==> src/rtl/slot_allocator_linked_list_assert.svh <==
// Assertion macros shared by the slot allocator RTL.
// Needs nothing else; included by the files that carry checks.
`ifndef SLOT_ALLOCATOR_LINKED_LIST_ASSERT_SVH
`define SLOT_ALLOCATOR_LINKED_LIST_ASSERT_SVH

// Condition holds at every edge outside reset.
`define SLA_ASSERT_ALWAYS(label, clk, rst, cond) \
   label: assert property (@(posedge clk) disable iff (rst) (cond)) \
      else $error("slot allocator check failed");

// Consequent holds in the same cycle as the antecedent.
`define SLA_ASSERT_IMPLY(label, clk, rst, ante, cons) \
   label: assert property (@(posedge clk) disable iff (rst) (ante) |-> (cons)) \
      else $error("slot allocator check failed");

// Consequent holds in the cycle after the antecedent.
`define SLA_ASSERT_NEXT(label, clk, rst, ante, cons) \
   label: assert property (@(posedge clk) disable iff (rst) (ante) |=> (cons)) \
      else $error("slot allocator check failed");

`endif

==> src/rtl/sla_pkg.sv <==
// Shared types and constants of the slot allocator.
// No dependencies; compiled before every other file.
package sla_pkg;

   // Pool size used when the top level is not overridden
   localparam int SLOTS_DEF  = 128;
   // Fixed field widths of the channels
   localparam int SLOT_W     = 7;
   localparam int LINK_OUT_W = 8;
   localparam int COUNT_W    = 15;
   localparam logic [COUNT_W-1:0] COUNT_MAX = {COUNT_W{1'b1}};
   // The protected slot allocated by init
   localparam int FIRST_SLOT = 0;

   typedef enum logic [1:0] {
      ACT_INIT   = 2'd0,
      ACT_ALLOC  = 2'd1,
      ACT_REMOVE = 2'd2,
      ACT_READ   = 2'd3
   } action_type;

   typedef enum logic [2:0] {
      STS_ALLOC   = 3'd0,
      STS_SPARE   = 3'd1,
      STS_FATAL   = 3'd2,
      STS_REMOVED = 3'd3,
      STS_REFUSED = 3'd4,
      STS_DONE    = 3'd5
   } status_type;

   typedef struct packed {
      action_type          action;
      logic                use_spare;
      logic [SLOT_W-1:0]   slot;
   } req_payload_type;

   typedef struct packed {
      status_type            status;
      logic [LINK_OUT_W-1:0] slot_out;
      logic [LINK_OUT_W-1:0] next_slot;
      logic [LINK_OUT_W-1:0] prev_slot;
      logic [COUNT_W-1:0]    count;
   } rsp_payload_type;

   // Engine status seen by the channel logic
   typedef struct packed {
      logic idle;
      logic done;
   } eng_stat_type;

endpackage

==> src/rtl/sla_chan_if.sv <==
// Valid/ready channel interfaces for request and response items.
// Depends on sla_pkg for the field types.
interface sla_req_if;
   import sla_pkg::*;

   logic                valid;
   logic                ready;
   action_type          action;
   logic                use_spare;
   logic [SLOT_W-1:0]   slot;

   modport source (output valid, action, use_spare, slot, input ready);
   modport sink   (input valid, action, use_spare, slot, output ready);
endinterface

interface sla_rsp_if;
   import sla_pkg::*;

   logic                  valid;
   logic                  ready;
   status_type            status;
   logic [LINK_OUT_W-1:0] slot_out;
   logic [LINK_OUT_W-1:0] next_slot;
   logic [LINK_OUT_W-1:0] prev_slot;
   logic [COUNT_W-1:0]    count;

   modport source (output valid, status, slot_out, next_slot, prev_slot, count,
                   input ready);
   modport sink   (input valid, status, slot_out, next_slot, prev_slot, count,
                   output ready);
endinterface

==> src/rtl/sla_link_ram.sv <==
// One link memory: single write port, single read port, registered read.
// Depends on sla_pkg for default sizes.
module sla_link_ram #(
   parameter int DEPTH = sla_pkg::SLOTS_DEF,
   parameter int WIDTH = $clog2(sla_pkg::SLOTS_DEF + 1)
) (
   input  logic                     clock,
   input  logic                     we,
   input  logic [$clog2(DEPTH)-1:0] waddr,
   input  logic [WIDTH-1:0]         wdata,
   input  logic [$clog2(DEPTH)-1:0] raddr,
   output logic [WIDTH-1:0]         rdata
);
   logic [WIDTH-1:0] link_ff [DEPTH];
   logic [WIDTH-1:0] rdata_ff;

   // write and registered read
   always_ff @(posedge clock) begin
      if (we) begin
         link_ff[waddr] <= wdata;
      end
      rdata_ff <= link_ff[raddr];
   end

   assign rdata = rdata_ff;
endmodule

==> src/rtl/sla_engine.sv <==
// Sequencer of the allocator: walks, allocates, unlinks and reads slots
// through the forward and back link memories. Depends on sla_pkg,
// sla_link_ram and the assertion macro header.
`include "slot_allocator_linked_list_assert.svh"

module sla_engine #(
   parameter int SLOTS = sla_pkg::SLOTS_DEF
) (
   input  logic                     clock,
   input  logic                     reset,
   input  logic                     start,
   input  sla_pkg::req_payload_type cmd,
   input  logic                     take,
   output sla_pkg::eng_stat_type    stat,
   output sla_pkg::rsp_payload_type result
);
   import sla_pkg::*;

   localparam int SW = $clog2(SLOTS);
   localparam int LW = $clog2(SLOTS + 1);
   localparam logic [LW-1:0]         NONE     = LW'(SLOTS);
   localparam logic [LINK_OUT_W-1:0] NONE_OUT = LINK_OUT_W'(SLOTS);
   localparam logic [SW-1:0]         FIRST    = SW'(FIRST_SLOT);
   localparam logic [SW-1:0]         LAST     = SW'(SLOTS - 1);

   typedef enum logic [2:0] {
      S_WALK,
      S_IDLE,
      S_ALLOC,
      S_UNLINK,
      S_PUSH,
      S_READ,
      S_DONE
   } state_type;

   state_type        state_ff,     state_in;
   logic             silent_ff,    silent_in;
   logic [SW-1:0]    walk_ff,      walk_in;
   logic [SW-1:0]    slot_ff,      slot_in;
   logic [LW-1:0]    free_head_ff, free_head_in;
   logic [LW-1:0]    tail_ff,      tail_in;
   logic [COUNT_W-1:0] count_ff,   count_in;
   rsp_payload_type  res_ff,       res_in;

   logic          fwd_we,    bk_we;
   logic [SW-1:0] fwd_waddr, bk_waddr;
   logic [LW-1:0] fwd_wdata, bk_wdata;
   logic [SW-1:0] fwd_raddr, bk_raddr;
   logic [LW-1:0] fwd_rdata, bk_rdata;

   logic          slot_ok;
   logic [SW-1:0] cmd_idx;

   function automatic rsp_payload_type make_res(
      input status_type            sts,
      input logic [LINK_OUT_W-1:0] sout,
      input logic [LINK_OUT_W-1:0] nxt,
      input logic [LINK_OUT_W-1:0] prv
   );
      rsp_payload_type r;
      r.status    = sts;
      r.slot_out  = sout;
      r.next_slot = nxt;
      r.prev_slot = prv;
      r.count     = '0;
      return r;
   endfunction

   sla_link_ram #(.DEPTH(SLOTS), .WIDTH(LW)) u_fwd_ram (
      .clock (clock),
      .we    (fwd_we),
      .waddr (fwd_waddr),
      .wdata (fwd_wdata),
      .raddr (fwd_raddr),
      .rdata (fwd_rdata)
   );

   sla_link_ram #(.DEPTH(SLOTS), .WIDTH(LW)) u_bk_ram (
      .clock (clock),
      .we    (bk_we),
      .waddr (bk_waddr),
      .wdata (bk_wdata),
      .raddr (bk_raddr),
      .rdata (bk_rdata)
   );

   assign slot_ok = int'(cmd.slot) < SLOTS;
   assign cmd_idx = SW'(cmd.slot);

   // next-state and link memory control
   always_comb begin
      state_in     = state_ff;
      silent_in    = silent_ff;
      walk_in      = walk_ff;
      slot_in      = slot_ff;
      free_head_in = free_head_ff;
      tail_in      = tail_ff;
      count_in     = count_ff;
      res_in       = res_ff;
      fwd_we       = 1'b0;
      fwd_waddr    = slot_ff;
      fwd_wdata    = NONE;
      bk_we        = 1'b0;
      bk_waddr     = slot_ff;
      bk_wdata     = NONE;
      fwd_raddr    = cmd_idx;
      bk_raddr     = cmd_idx;

      case (state_ff)
         // rebuild the pool one slot a cycle, slot 0 ends up allocated
         S_WALK: begin
            fwd_we    = 1'b1;
            fwd_waddr = walk_ff;
            fwd_wdata = NONE;
            bk_we     = 1'b1;
            bk_waddr  = walk_ff;
            if (walk_ff == FIRST || walk_ff == LAST) begin
               bk_wdata = NONE;
            end else begin
               bk_wdata = LW'(walk_ff) + LW'(1);
            end
            walk_in = walk_ff + SW'(1);
            if (walk_ff == LAST) begin
               free_head_in = LW'(1);
               tail_in      = LW'(FIRST);
               count_in     = COUNT_W'(1);
               silent_in    = 1'b0;
               if (silent_ff) begin
                  state_in = S_IDLE;
               end else begin
                  res_in   = make_res(STS_DONE, LINK_OUT_W'(FIRST), NONE_OUT, NONE_OUT);
                  state_in = S_DONE;
               end
            end
         end

         // decode a new item and start its memory reads
         S_IDLE: begin
            if (start) begin
               case (cmd.action)
                  ACT_INIT: begin
                     walk_in  = '0;
                     state_in = S_WALK;
                  end
                  ACT_ALLOC: begin
                     if (free_head_ff == NONE) begin
                        res_in   = make_res(cmd.use_spare ? STS_SPARE : STS_FATAL,
                                            NONE_OUT, NONE_OUT, NONE_OUT);
                        state_in = S_DONE;
                     end else begin
                        bk_raddr  = free_head_ff[SW-1:0];
                        fwd_we    = 1'b1;
                        fwd_waddr = free_head_ff[SW-1:0];
                        fwd_wdata = NONE;
                        slot_in   = free_head_ff[SW-1:0];
                        state_in  = S_ALLOC;
                     end
                  end
                  ACT_REMOVE: begin
                     if (!slot_ok || cmd_idx == FIRST) begin
                        res_in   = make_res(STS_REFUSED, NONE_OUT, NONE_OUT, NONE_OUT);
                        state_in = S_DONE;
                     end else begin
                        slot_in  = cmd_idx;
                        state_in = S_UNLINK;
                     end
                  end
                  ACT_READ: begin
                     if (slot_ok) begin
                        state_in = S_READ;
                     end else begin
                        res_in   = make_res(STS_DONE, NONE_OUT, NONE_OUT, NONE_OUT);
                        state_in = S_DONE;
                     end
                  end
                  default: begin
                     state_in = S_IDLE;
                  end
               endcase
            end
         end

         // append the old free head at the tail
         S_ALLOC: begin
            free_head_in = bk_rdata;
            bk_we        = 1'b1;
            bk_waddr     = slot_ff;
            bk_wdata     = tail_ff;
            if (tail_ff != NONE) begin
               fwd_we    = 1'b1;
               fwd_waddr = tail_ff[SW-1:0];
               fwd_wdata = LW'(slot_ff);
            end
            tail_in = LW'(slot_ff);
            if (count_ff != COUNT_MAX) begin
               count_in = count_ff + COUNT_W'(1);
            end
            res_in   = make_res(STS_ALLOC, LINK_OUT_W'(slot_ff), NONE_OUT, NONE_OUT);
            state_in = S_DONE;
         end

         // bridge the neighbors around the removed slot
         S_UNLINK: begin
            if (LW'(slot_ff) == tail_ff) begin
               tail_in = bk_rdata;
            end else if (fwd_rdata != NONE) begin
               bk_we    = 1'b1;
               bk_waddr = fwd_rdata[SW-1:0];
               bk_wdata = bk_rdata;
            end
            if (bk_rdata != NONE) begin
               fwd_we    = 1'b1;
               fwd_waddr = bk_rdata[SW-1:0];
               fwd_wdata = fwd_rdata;
            end
            state_in = S_PUSH;
         end

         // push the removed slot onto the free chain
         S_PUSH: begin
            bk_we        = 1'b1;
            bk_waddr     = slot_ff;
            bk_wdata     = free_head_ff;
            free_head_in = LW'(slot_ff);
            res_in       = make_res(STS_REMOVED, NONE_OUT, NONE_OUT, NONE_OUT);
            state_in     = S_DONE;
         end

         S_READ: begin
            res_in   = make_res(STS_DONE, NONE_OUT, LINK_OUT_W'(fwd_rdata),
                                LINK_OUT_W'(bk_rdata));
            state_in = S_DONE;
         end

         // hold the result until the output register takes it
         S_DONE: begin
            if (take) begin
               state_in = S_IDLE;
            end
         end

         default: begin
            state_in = S_IDLE;
         end
      endcase
   end

   // state and registered results
   always_ff @(posedge clock) begin
      if (reset) begin
         state_ff     <= S_WALK;
         silent_ff    <= 1'b1;
         walk_ff      <= '0;
         free_head_ff <= LW'(1);
         tail_ff      <= LW'(FIRST);
         count_ff     <= COUNT_W'(1);
      end else begin
         state_ff     <= state_in;
         silent_ff    <= silent_in;
         walk_ff      <= walk_in;
         free_head_ff <= free_head_in;
         tail_ff      <= tail_in;
         count_ff     <= count_in;
      end
      slot_ff <= slot_in;
      res_ff  <= res_in;
   end

   assign stat.idle = (state_ff == S_IDLE);
   assign stat.done = (state_ff == S_DONE);

   always_comb begin
      result       = res_ff;
      result.count = count_ff;
   end

   `SLA_ASSERT_NEXT(a_start_leaves_idle, clock, reset, start, !stat.idle)
   `SLA_ASSERT_ALWAYS(a_free_head_range, clock, reset, free_head_ff <= NONE)
   `SLA_ASSERT_ALWAYS(a_tail_range, clock, reset, tail_ff <= NONE)
   `SLA_ASSERT_ALWAYS(a_count_nonzero, clock, reset, count_ff != '0)
   `SLA_ASSERT_NEXT(a_first_refused, clock, reset,
      start && cmd.action == ACT_REMOVE && cmd.slot == SLOT_W'(FIRST_SLOT),
      stat.done && res_ff.status == STS_REFUSED)
endmodule

==> src/rtl/slot_allocator_linked_list.sv <==
// Slot allocator with a free chain and a doubly linked active list. One item
// is worked at a time; ready is high only while the sequencer is idle, and the
// result sits in an output register so the next item can be taken while it
// waits. A refused remove, a full-pool allocate or an out-of-range read is
// answered from the decode state; allocate passes through the allocate state,
// read through the read state, remove through the unlink and push states. The
// sequence is set by the two link memories, each with one write and one
// registered read port, and by init walking every slot once. After reset the
// same walk over all SLOTS slots (128 by default) runs with ready low and no result item.
// Depends on sla_pkg, sla_chan_if and sla_engine.
module slot_allocator_linked_list #(
   parameter int SLOTS = sla_pkg::SLOTS_DEF
) (
   input  logic      clock,
   input  logic      reset,
   sla_req_if.sink   req_chan,
   sla_rsp_if.source rsp_chan
);
   import sla_pkg::*;

   eng_stat_type    stat;
   rsp_payload_type result;
   req_payload_type cmd;
   logic            start;
   logic            take;
   logic            rsp_valid_ff;
   rsp_payload_type rsp_data_ff;

   // request side
   assign req_chan.ready = stat.idle;
   assign start          = req_chan.valid && stat.idle;
   assign cmd.action     = req_chan.action;
   assign cmd.use_spare  = req_chan.use_spare;
   assign cmd.slot       = req_chan.slot;

   sla_engine #(.SLOTS(SLOTS)) u_engine (
      .clock  (clock),
      .reset  (reset),
      .start  (start),
      .cmd    (cmd),
      .take   (take),
      .stat   (stat),
      .result (result)
   );

   // output register loads when empty or being drained
   assign take = stat.done && (!rsp_valid_ff || rsp_chan.ready);

   always_ff @(posedge clock) begin
      if (reset) begin
         rsp_valid_ff <= 1'b0;
      end else if (take) begin
         rsp_valid_ff <= 1'b1;
      end else if (rsp_chan.ready) begin
         rsp_valid_ff <= 1'b0;
      end
   end

   always_ff @(posedge clock) begin
      if (take) begin
         rsp_data_ff <= result;
      end
   end

   assign rsp_chan.valid     = rsp_valid_ff;
   assign rsp_chan.status    = rsp_data_ff.status;
   assign rsp_chan.slot_out  = rsp_data_ff.slot_out;
   assign rsp_chan.next_slot = rsp_data_ff.next_slot;
   assign rsp_chan.prev_slot = rsp_data_ff.prev_slot;
   assign rsp_chan.count     = rsp_data_ff.count;
endmodule

==> src/flat_wrapper.sv <==
// flat-port wrapper written by rule: the top's interface ports become plain ports
module slot_allocator_linked_list_flat import sla_pkg::*;
#(
   parameter int SLOTS = sla_pkg::SLOTS_DEF
)
  (clock, reset, req_chan_valid, req_chan_action, req_chan_use_spare, req_chan_slot, req_chan_ready, rsp_chan_valid, rsp_chan_status, rsp_chan_slot_out, rsp_chan_next_slot, rsp_chan_prev_slot, rsp_chan_count, rsp_chan_ready);
  sla_req_if req_chan_i ();
  sla_rsp_if rsp_chan_i ();
  input  logic clock;
  input  logic reset;
  input wire logic [$bits(req_chan_i.valid)-1:0] req_chan_valid;
  input wire logic [$bits(req_chan_i.action)-1:0] req_chan_action;
  input wire logic [$bits(req_chan_i.use_spare)-1:0] req_chan_use_spare;
  input wire logic [$bits(req_chan_i.slot)-1:0] req_chan_slot;
  output wire logic [$bits(req_chan_i.ready)-1:0] req_chan_ready;
  output wire logic [$bits(rsp_chan_i.valid)-1:0] rsp_chan_valid;
  output wire logic [$bits(rsp_chan_i.status)-1:0] rsp_chan_status;
  output wire logic [$bits(rsp_chan_i.slot_out)-1:0] rsp_chan_slot_out;
  output wire logic [$bits(rsp_chan_i.next_slot)-1:0] rsp_chan_next_slot;
  output wire logic [$bits(rsp_chan_i.prev_slot)-1:0] rsp_chan_prev_slot;
  output wire logic [$bits(rsp_chan_i.count)-1:0] rsp_chan_count;
  input wire logic [$bits(rsp_chan_i.ready)-1:0] rsp_chan_ready;
  assign req_chan_i.valid = req_chan_valid;
  assign req_chan_i.action = req_chan_action;
  assign req_chan_i.use_spare = req_chan_use_spare;
  assign req_chan_i.slot = req_chan_slot;
  assign req_chan_ready = req_chan_i.ready;
  assign rsp_chan_valid = rsp_chan_i.valid;
  assign rsp_chan_status = rsp_chan_i.status;
  assign rsp_chan_slot_out = rsp_chan_i.slot_out;
  assign rsp_chan_next_slot = rsp_chan_i.next_slot;
  assign rsp_chan_prev_slot = rsp_chan_i.prev_slot;
  assign rsp_chan_count = rsp_chan_i.count;
  assign rsp_chan_i.ready = rsp_chan_ready;
  slot_allocator_linked_list #(.SLOTS(SLOTS)) u_core (.clock(clock), .reset(reset), .req_chan(req_chan_i), .rsp_chan(rsp_chan_i));
endmodule
==> config.mk <==
export PLATFORM = sky130hd
export DESIGN_NAME = slot_allocator_linked_list_flat
export DESIGN_NICKNAME = d
export VERILOG_FILES = /design/src/rtl/sla_pkg.sv /design/src/rtl/sla_chan_if.sv /design/src/rtl/sla_link_ram.sv /design/src/rtl/sla_engine.sv /design/src/rtl/slot_allocator_linked_list.sv /design/src/flat_wrapper.sv
export VERILOG_INCLUDE_DIRS = /design/src /design/src/rtl
export SDC_FILE = /design/constraint.sdc
export NUM_CORES = 2
export LEC_CHECK = 0
export BUFFER_PORTS_ARGS = -buffer_cell sky130_fd_sc_hd__clkbuf_2
export CAP_MARGIN = 20
export CORE_AREA = 2 2 445 447
export DETAILED_ROUTE_END_ITERATION = 10
export DIE_AREA = 0 0 447 449
export GPL_TIMING_DRIVEN = 1
export HOLD_SLACK_MARGIN = 0.05
export PLACE_DENSITY_LB_ADDON = 0.3
export SYNTH_ARGS = -nofsm -noshare
export SYNTH_HDL_FRONTEND = slang
export SYNTH_SLANG_ARGS = --single-unit
==> constraint.sdc <==
create_clock -name clock -period 11.19 [get_ports clock]
set_input_delay 1.6785 -clock clock [delete_from_list [all_inputs] [get_ports clock]]
set_output_delay 1.6785 -clock clock [all_outputs]
set_load 0.01 [all_outputs]
After elaboration in Yosys (flattened, before gate mapping)
Memory sizes are Yosys's and may differ from the RTL's. A register that Yosys moved wholly into a read port is not among the register bits.
Cells that the tools add are included.
{"block": "word_totals", "register_bits": 119, "output_inout_bits": 44, "memories": 2, "ramBits": 2048, "wordCells": 139}
{"name": "u_core.u_engine.u_bk_ram.link_ff", "words": 128, "word_bits": 8, "rd": 1, "rd_ports_with_merged_regs": 1, "wr": 1, "line_no": "sla_link_ram.sv:14", "text": "logic [WIDTH-1:0] link_ff [DEPTH];"}
{"name": "u_core.u_engine.u_fwd_ram.link_ff", "words": 128, "word_bits": 8, "rd": 1, "rd_ports_with_merged_regs": 1, "wr": 1, "line_no": "sla_link_ram.sv:14"}
{"block": "classes", "n_reduce_logical": 26, "n_eq_ne": 27, "addsub": 3, "muxes": 64}
{"op": "42-bit two-way mux", "n": 5}
{"op": "42-bit case mux with 5 select lines", "n": 1}
{"op": "7-bit two-way mux", "n": 14}
{"op": "42-bit case mux with 2 select lines", "n": 1}
{"op": "8-bit two-way mux", "n": 8}
{"op": "8-bit case mux with 3 select lines", "n": 2}
{"op": "7-bit case mux with 2 select lines", "n": 3}
{"op": "8-bit case mux with 4 select lines", "n": 1}
{"op": "15-bit two-way mux", "n": 2}
{"op": "15-bit case mux with 2 select lines", "n": 1}
{"op": "7-bit case mux with 4 select lines", "n": 1}
{"op": "8-bit != test (second input constant)", "n": 3}
{"op": "3-bit two-way mux", "n": 6}
{"op": "8-bit case mux with 2 select lines", "n": 1}
{"op": "15-bit by 1-bit adder with 15-bit output (second input constant)", "n": 1}
{"op": "15-bit != test (second input constant)", "n": 1}
{"op": "3-bit case mux with 5 select lines", "n": 1}
{"op": "7-bit zero test", "n": 2}
{"op": "1-bit two-way mux", "n": 13}
{"op": "2-bit != test (second input constant)", "n": 6}
{"op": "3-bit case mux with 4 select lines", "n": 1}
{"op": "3-bit AND reduction", "n": 4}
{"op": "3-bit == test (second input constant)", "n": 3}
{"op": "7-bit by 1-bit adder with 8-bit output (second input constant)", "n": 1}
{"op": "other kinds (26)", "n": 38}

Depth between registers and ports, before layout
{"block": "depth", "ltp_word": 7, "depth_mapped": 14, "mapped_depth_nobuf": 11}

Cells and area by module
From an unflattened synthesis, not the netlist that was laid out.
{"block": "hier_totals", "cells_unflattened": 3895, "hier_area_um2": 85579.6}
{"mod": "sla_link_ram", "n_inst": 2, "area_per_inst_um2": 39665.5, "seq_area_each_um2": 30909.6, "cells_per_inst": 1635}
{"mod": "sla_engine", "n_inst": 1, "area_per_inst_um2": 4926.0, "seq_area_each_um2": 1861.8, "cells_per_inst": 577}
{"mod": "slot_allocator_linked_list", "n_inst": 1, "area_per_inst_um2": 1322.5, "seq_area_each_um2": 1281.2, "cells_per_inst": 48}

Worst setup path before layout
No wires, ideal clock.
{"block": "synth_timing", "path_kind": "reg2reg", "from": "register u_core.u_engine.walk_ff[2]", "to": "memory u_core.u_engine.u_bk_ram.link_ff[0][0] (netlist bit) (data pin)", "arrival_ns": 9.600, "slack_ns": -0.205, "stages_incl_launch_ff": 8, "setup_time_ns": 1.795, "cell_sequence": "dfxtp_1 > clkbuf_1 > and3_1 > and2_1 > and3_1 > or2_2 > clkbuf_1 > o311ai_0"}
{"block": "synth_between", "elab_chain_len": 4, "word_cells_on_any_way": 5, "cone_classes": "eq/ne (1); mux (2); reduce/logical (2)"}
{"element": "from (decl)", "line_no": "sla_engine.sv:38", "text": "logic [SW-1:0] walk_ff, walk_in;"}
{"element": "from (signal assigned)", "line_no": "sla_engine.sv:260", "text": "walk_ff <= walk_in;"}
{"element": "7-bit == test or 7-bit zero test (tied branches)", "line_no": "sla_engine.sv:117", "text": "if (walk_ff == FIRST || walk_ff == LAST) begin"}
{"element": "1-bit logical OR (*)", "line_no": "sla_engine.sv:117"}
{"element": "8-bit two-way mux (*)", "line_no": "sla_engine.sv:117"}
{"element": "8-bit case mux with 4 select lines (*)", "line_no": "sla_engine.sv:109", "text": "case (state_ff)"}
{"element": "net u_core.u_engine.bk_wdata[0]", "line_no": "sla_engine.sv:47", "text": "logic [LW-1:0] fwd_wdata, bk_wdata;"}
{"element": "to (decl)", "line_no": "sla_link_ram.sv:14"}
Mark *: on every way through the listed nets, which the timed path passes. The rest lies on a longest branch.

Worst setup path in the final report
{"block": "layout_timing", "from": "input port req_chan_action[0]", "to": "register u_core.u_engine.u_bk_ram.rdata_ff[3], in the netlist u_core.u_engine.u_bk_ram.rdata[3] (read register of u_core.u_engine.u_bk_ram.link_ff)"}
{"block": "layout_between", "elab_chain_len": 4}
{"element": "from (decl)", "line_no": "flat_wrapper.sv:12", "text": "input wire logic [$bits(req_chan_i.action)-1:0] req_chan_action;"}
{"element": "2-bit by 1-bit == test with 1-bit output", "line_no": "sla_engine.sv:140", "text": "case (cmd.action)"}
{"element": "7-bit two-way mux", "line_no": "sla_engine.sv:140"}
{"element": "7-bit two-way mux", "line_no": "sla_engine.sv:139", "text": "if (start) begin"}
{"element": "7-bit two-way mux", "line_no": "sla_engine.sv:109"}
{"element": "to (decl)", "line_no": "sla_link_ram.sv:15", "text": "logic [WIDTH-1:0] rdata_ff;"}
Every way passes these cells.
A chain may end at the register's enable or synchronous reset.

==> key figures <==
Synth
  • Distinct cells, synth: 87
  • Syn Inst Count: 5,026
  • Synth Area in Compound Gates: 8.102%
  • XOR/XNOR Fraction of Synth Area: 0.2000%
  • Syn Area/Cell: 17.42 sq um
  • Multiplexer area fraction after synthesis: 10.21%
  • Yosys warnings: 0
  • Area share of fa/ha/maj cells after synthesis: 0.1143%
  • Simple-Gate Fraction of Synth Area: 5.164%
  • Syn_nets: 5,048
  • Commonest cells in the synthesized netlist: edfxtp_1 (2,124), mux4_2 (370), nor2_1 (366)
  • Post-synth EDFFs: 2,124
  • Synth area leaders: edfxtp_1 (73%), mux4_2 (9.5%), a32oi_1 (1.9%), o21ai_0 (1.6%), nor2_1 (1.6%)
  • Sequential fraction of the synthesis area: 74.18%
  • Ys flop type: edfxtp_1
  • Largest family of logic cells by synthesized area: multiplexers
  • Post-synth top area cell: edfxtp_1
  • Most common cell in the synthesized netlist: edfxtp_1
  • Ys async rst share: 0%
  • Synth top area share: 72.83%
  • Mapped Area: 87,570 sq um
  • Post-synthesis sequential element count: 2,183

Detailed routing
  • DRT Pass-1 Iters: 9
  • DRC: 0
  • Vias per cell: 6.285
  • Final WL: 229,400 um
  • Initial DRC Count: 6,725
  • Antenna viol nets, final: 0
  • Routed vias: 49,220
  • DR WL/cell: 29.30 um

Clock network
  • Post-CTS Hold Buffers: 0
  • CTS H-tree lvls: 4
  • Clock buffer depth: 3
  • Clock root buffer: clkbuf_16
  • Clk_lat worst skew: 850 ps
  • TritonCTS clock tree: built
  • Clock-pin slew on the worst setup and hold paths: 60 ps
  • Post CTS Setup Buffer Count: 0
  • Post-CTS sizing: 0
  • Cts bufs inserted: 207
  • CTS sink count: 2,183

STA
  • Setup TNS: 0 ps
  • Final min period: 6246 ps
  • Fin. max-slew vios: 0
  • Max_slew headroom: 8.523%
  • Post-route clock period utilization: 55.82%
  • RSZ-0062 raised after global routing: no
  • Fmax: 160.1 MHz
  • Worst slew pin tran: 1372 ps
  • Clock Skews: 29.78 ps
  • Final Hold Viols: 0
  • Final setup vio count: 0
  • Worst Slack Setup Final: 4944 ps

GRT
  • Vias in the first global route: 48,000
  • GRT Total Usage: 22.55%
  • Grt ovf: 0
  • Antenna violations before repair: 9
  • Largest net degree at the start of global routing: 242
  • First-pass GRT wire length: 334,700 um

Placed design
  • Setup WS pre-CTS: 4230 ps
  • Placed Area: 90,390 sq um
  • Gpl congestion: 0.8859
  • Detailed Place HPWL: 133,900 um
  • Port Buffers: 57

Floorplanning
  • IO Pins: 58
  • Core ar.: 196,200 sq um
  • Die Wd: 447 um
  • Die area: 200,700 sq um
  • Die height: 449 um
  • Initial Util: 44.64%
  • Row count: 163

Cells and area
  • Post-route design area: 97,060 sq um
  • Nets: 5,031
  • Area growth from synthesis to layout: 10.83%
  • Share of cells above drive strength 1: 16.87%
  • FILL cells: 16,020

Run
  • Max-cap violations: 0

Setup path
  • Worst setup EP type: flip-flop
  • Reg2Reg Setup Slack: 5440 ps
  • Startpoint type of the worst setup path: primary input
  • Setup CP Type: primary input to flip-flop
  • Crit-path max FO: 78
  • CP required: 11,870 ps
  • Arr. time, crit path: 6930 ps

Min path
  • HP Class: flip-flop to flip-flop

Power
  • Peak VDD IR: 127.1 uV
  • Leak: 30.34 nW
  • Total Power: 16.60 mW
  • Pwr dens: 171.1 nW/um^2

Run status
  • Status: complete, no violations
state kept, by name, indices dropped and copies added, names as in the netlist, 15 cells and up:
signal / count
u_core.u_engine.u_fwd_ram.link_ff: 1024
u_core.u_engine.result: 27
u_core.rsp_chan.count: 15
u_core.u_engine.count_ff: 15
u_core.u_engine.u_bk_ram.link_ff: 1024
worst paths after layout:
kind / from / endpoint / cells past startpoint
worst max-delay path: req_chan_action[0] / u_core.u_engine.u_bk_ram.rdata[3]$_DFF_P_ / 12
worst min-delay path: u_core.u_engine.result[35]$_DFFE_PP_ / u_core.rsp_chan.slot_out[4]$_DFFE_PP_ / 0
worst min register to register: u_core.u_engine.result[35]$_DFFE_PP_ / u_core.rsp_chan.slot_out[4]$_DFFE_PP_ / 0
worst max register to register: u_core.u_engine.state_ff[1]$_SDFFE_PP0P_ / u_core.u_engine.u_bk_ram.rdata[4]$_DFF_P_ / 11
kinds of logic after synthesis:
group                    after synthesis
AO/OA/AOI/OAI                       1013
XOR/XNOR                              20
adder cells (fa/ha/maj)                8
buffers and inverters                391
flip-flops                          2183
multiplexers                         429
AND/OR/NAND/NOR                      982
cell type report:
class | count | area, sq um | share of cell area [%]
timing repair buffer | 153 | 1109 | 1.142
antenna | 4 | 10.01 | 0.01031
multi-input combinational | 2452 | 21050 | 21.69
tap | 2640 | 3303 | 3.403
clock inverter | 126 | 1081 | 1.114
inverter | 12 | 45.04 | 0.04641
clock buffer | 261 | 5498 | 5.665
sequential | 2183 | 64960 | 66.93
power breakdown:
part	internal, mW	total (mW)	leakage, nW	switching (mW)
Combinational	0.229	0.743	6.94	0.514
Sequential	8.94	8.99	20.2	0.0486
Clock	3.84	6.87	3.22	3.02
metal layers:
layer / part of all wire (%) / vias up / global-route usage [%]
li1: - / 20650 / -
met1: 40 / 25510 / 32.10
met2: 48 / 2602 / 35.44
met3: 8.6 / 463 / 3.858
met4: 3.4 / 2 / 7.390
met5: 0.0057 / - / 0
per-stage QoR:
step	util, %	instances	hold WS, ps
2_1_floorplan	-	5026	400.3
3_3_place_gp	46.07	7436	403.9
3_5_place_dp	46.07	7437	404.5
4_1_cts	49.43	7824	413.5
5_1_grt	49.47	7830	423.1
6_report	49.47	7831	418.0
critical path, stage by stage:
cell and delay (ps):
clkbuf_2 220, ha_1 290, nand3_1 230, nor2_8 360, nand2_4 610, nand2_4 980
buf_4 700, nand2_1 360, o32ai_1 300, a2111oi_0 90, a2111oi_0 790, nor4_1 120
placed cells by master (no fill, tap or decap), drive strengths merged, types with 70 or more instances in the layout:
master	count
buf	100
a21oi	79
nor2	374
nand2	257
clkinv	102
edfxtp	2124
mux4	370
o21ai	299
a32oi	188
a311oi	70
nand3	108
a211oi	76
clkbuf	314
and3	87
(Power assumes the default switching activity.)
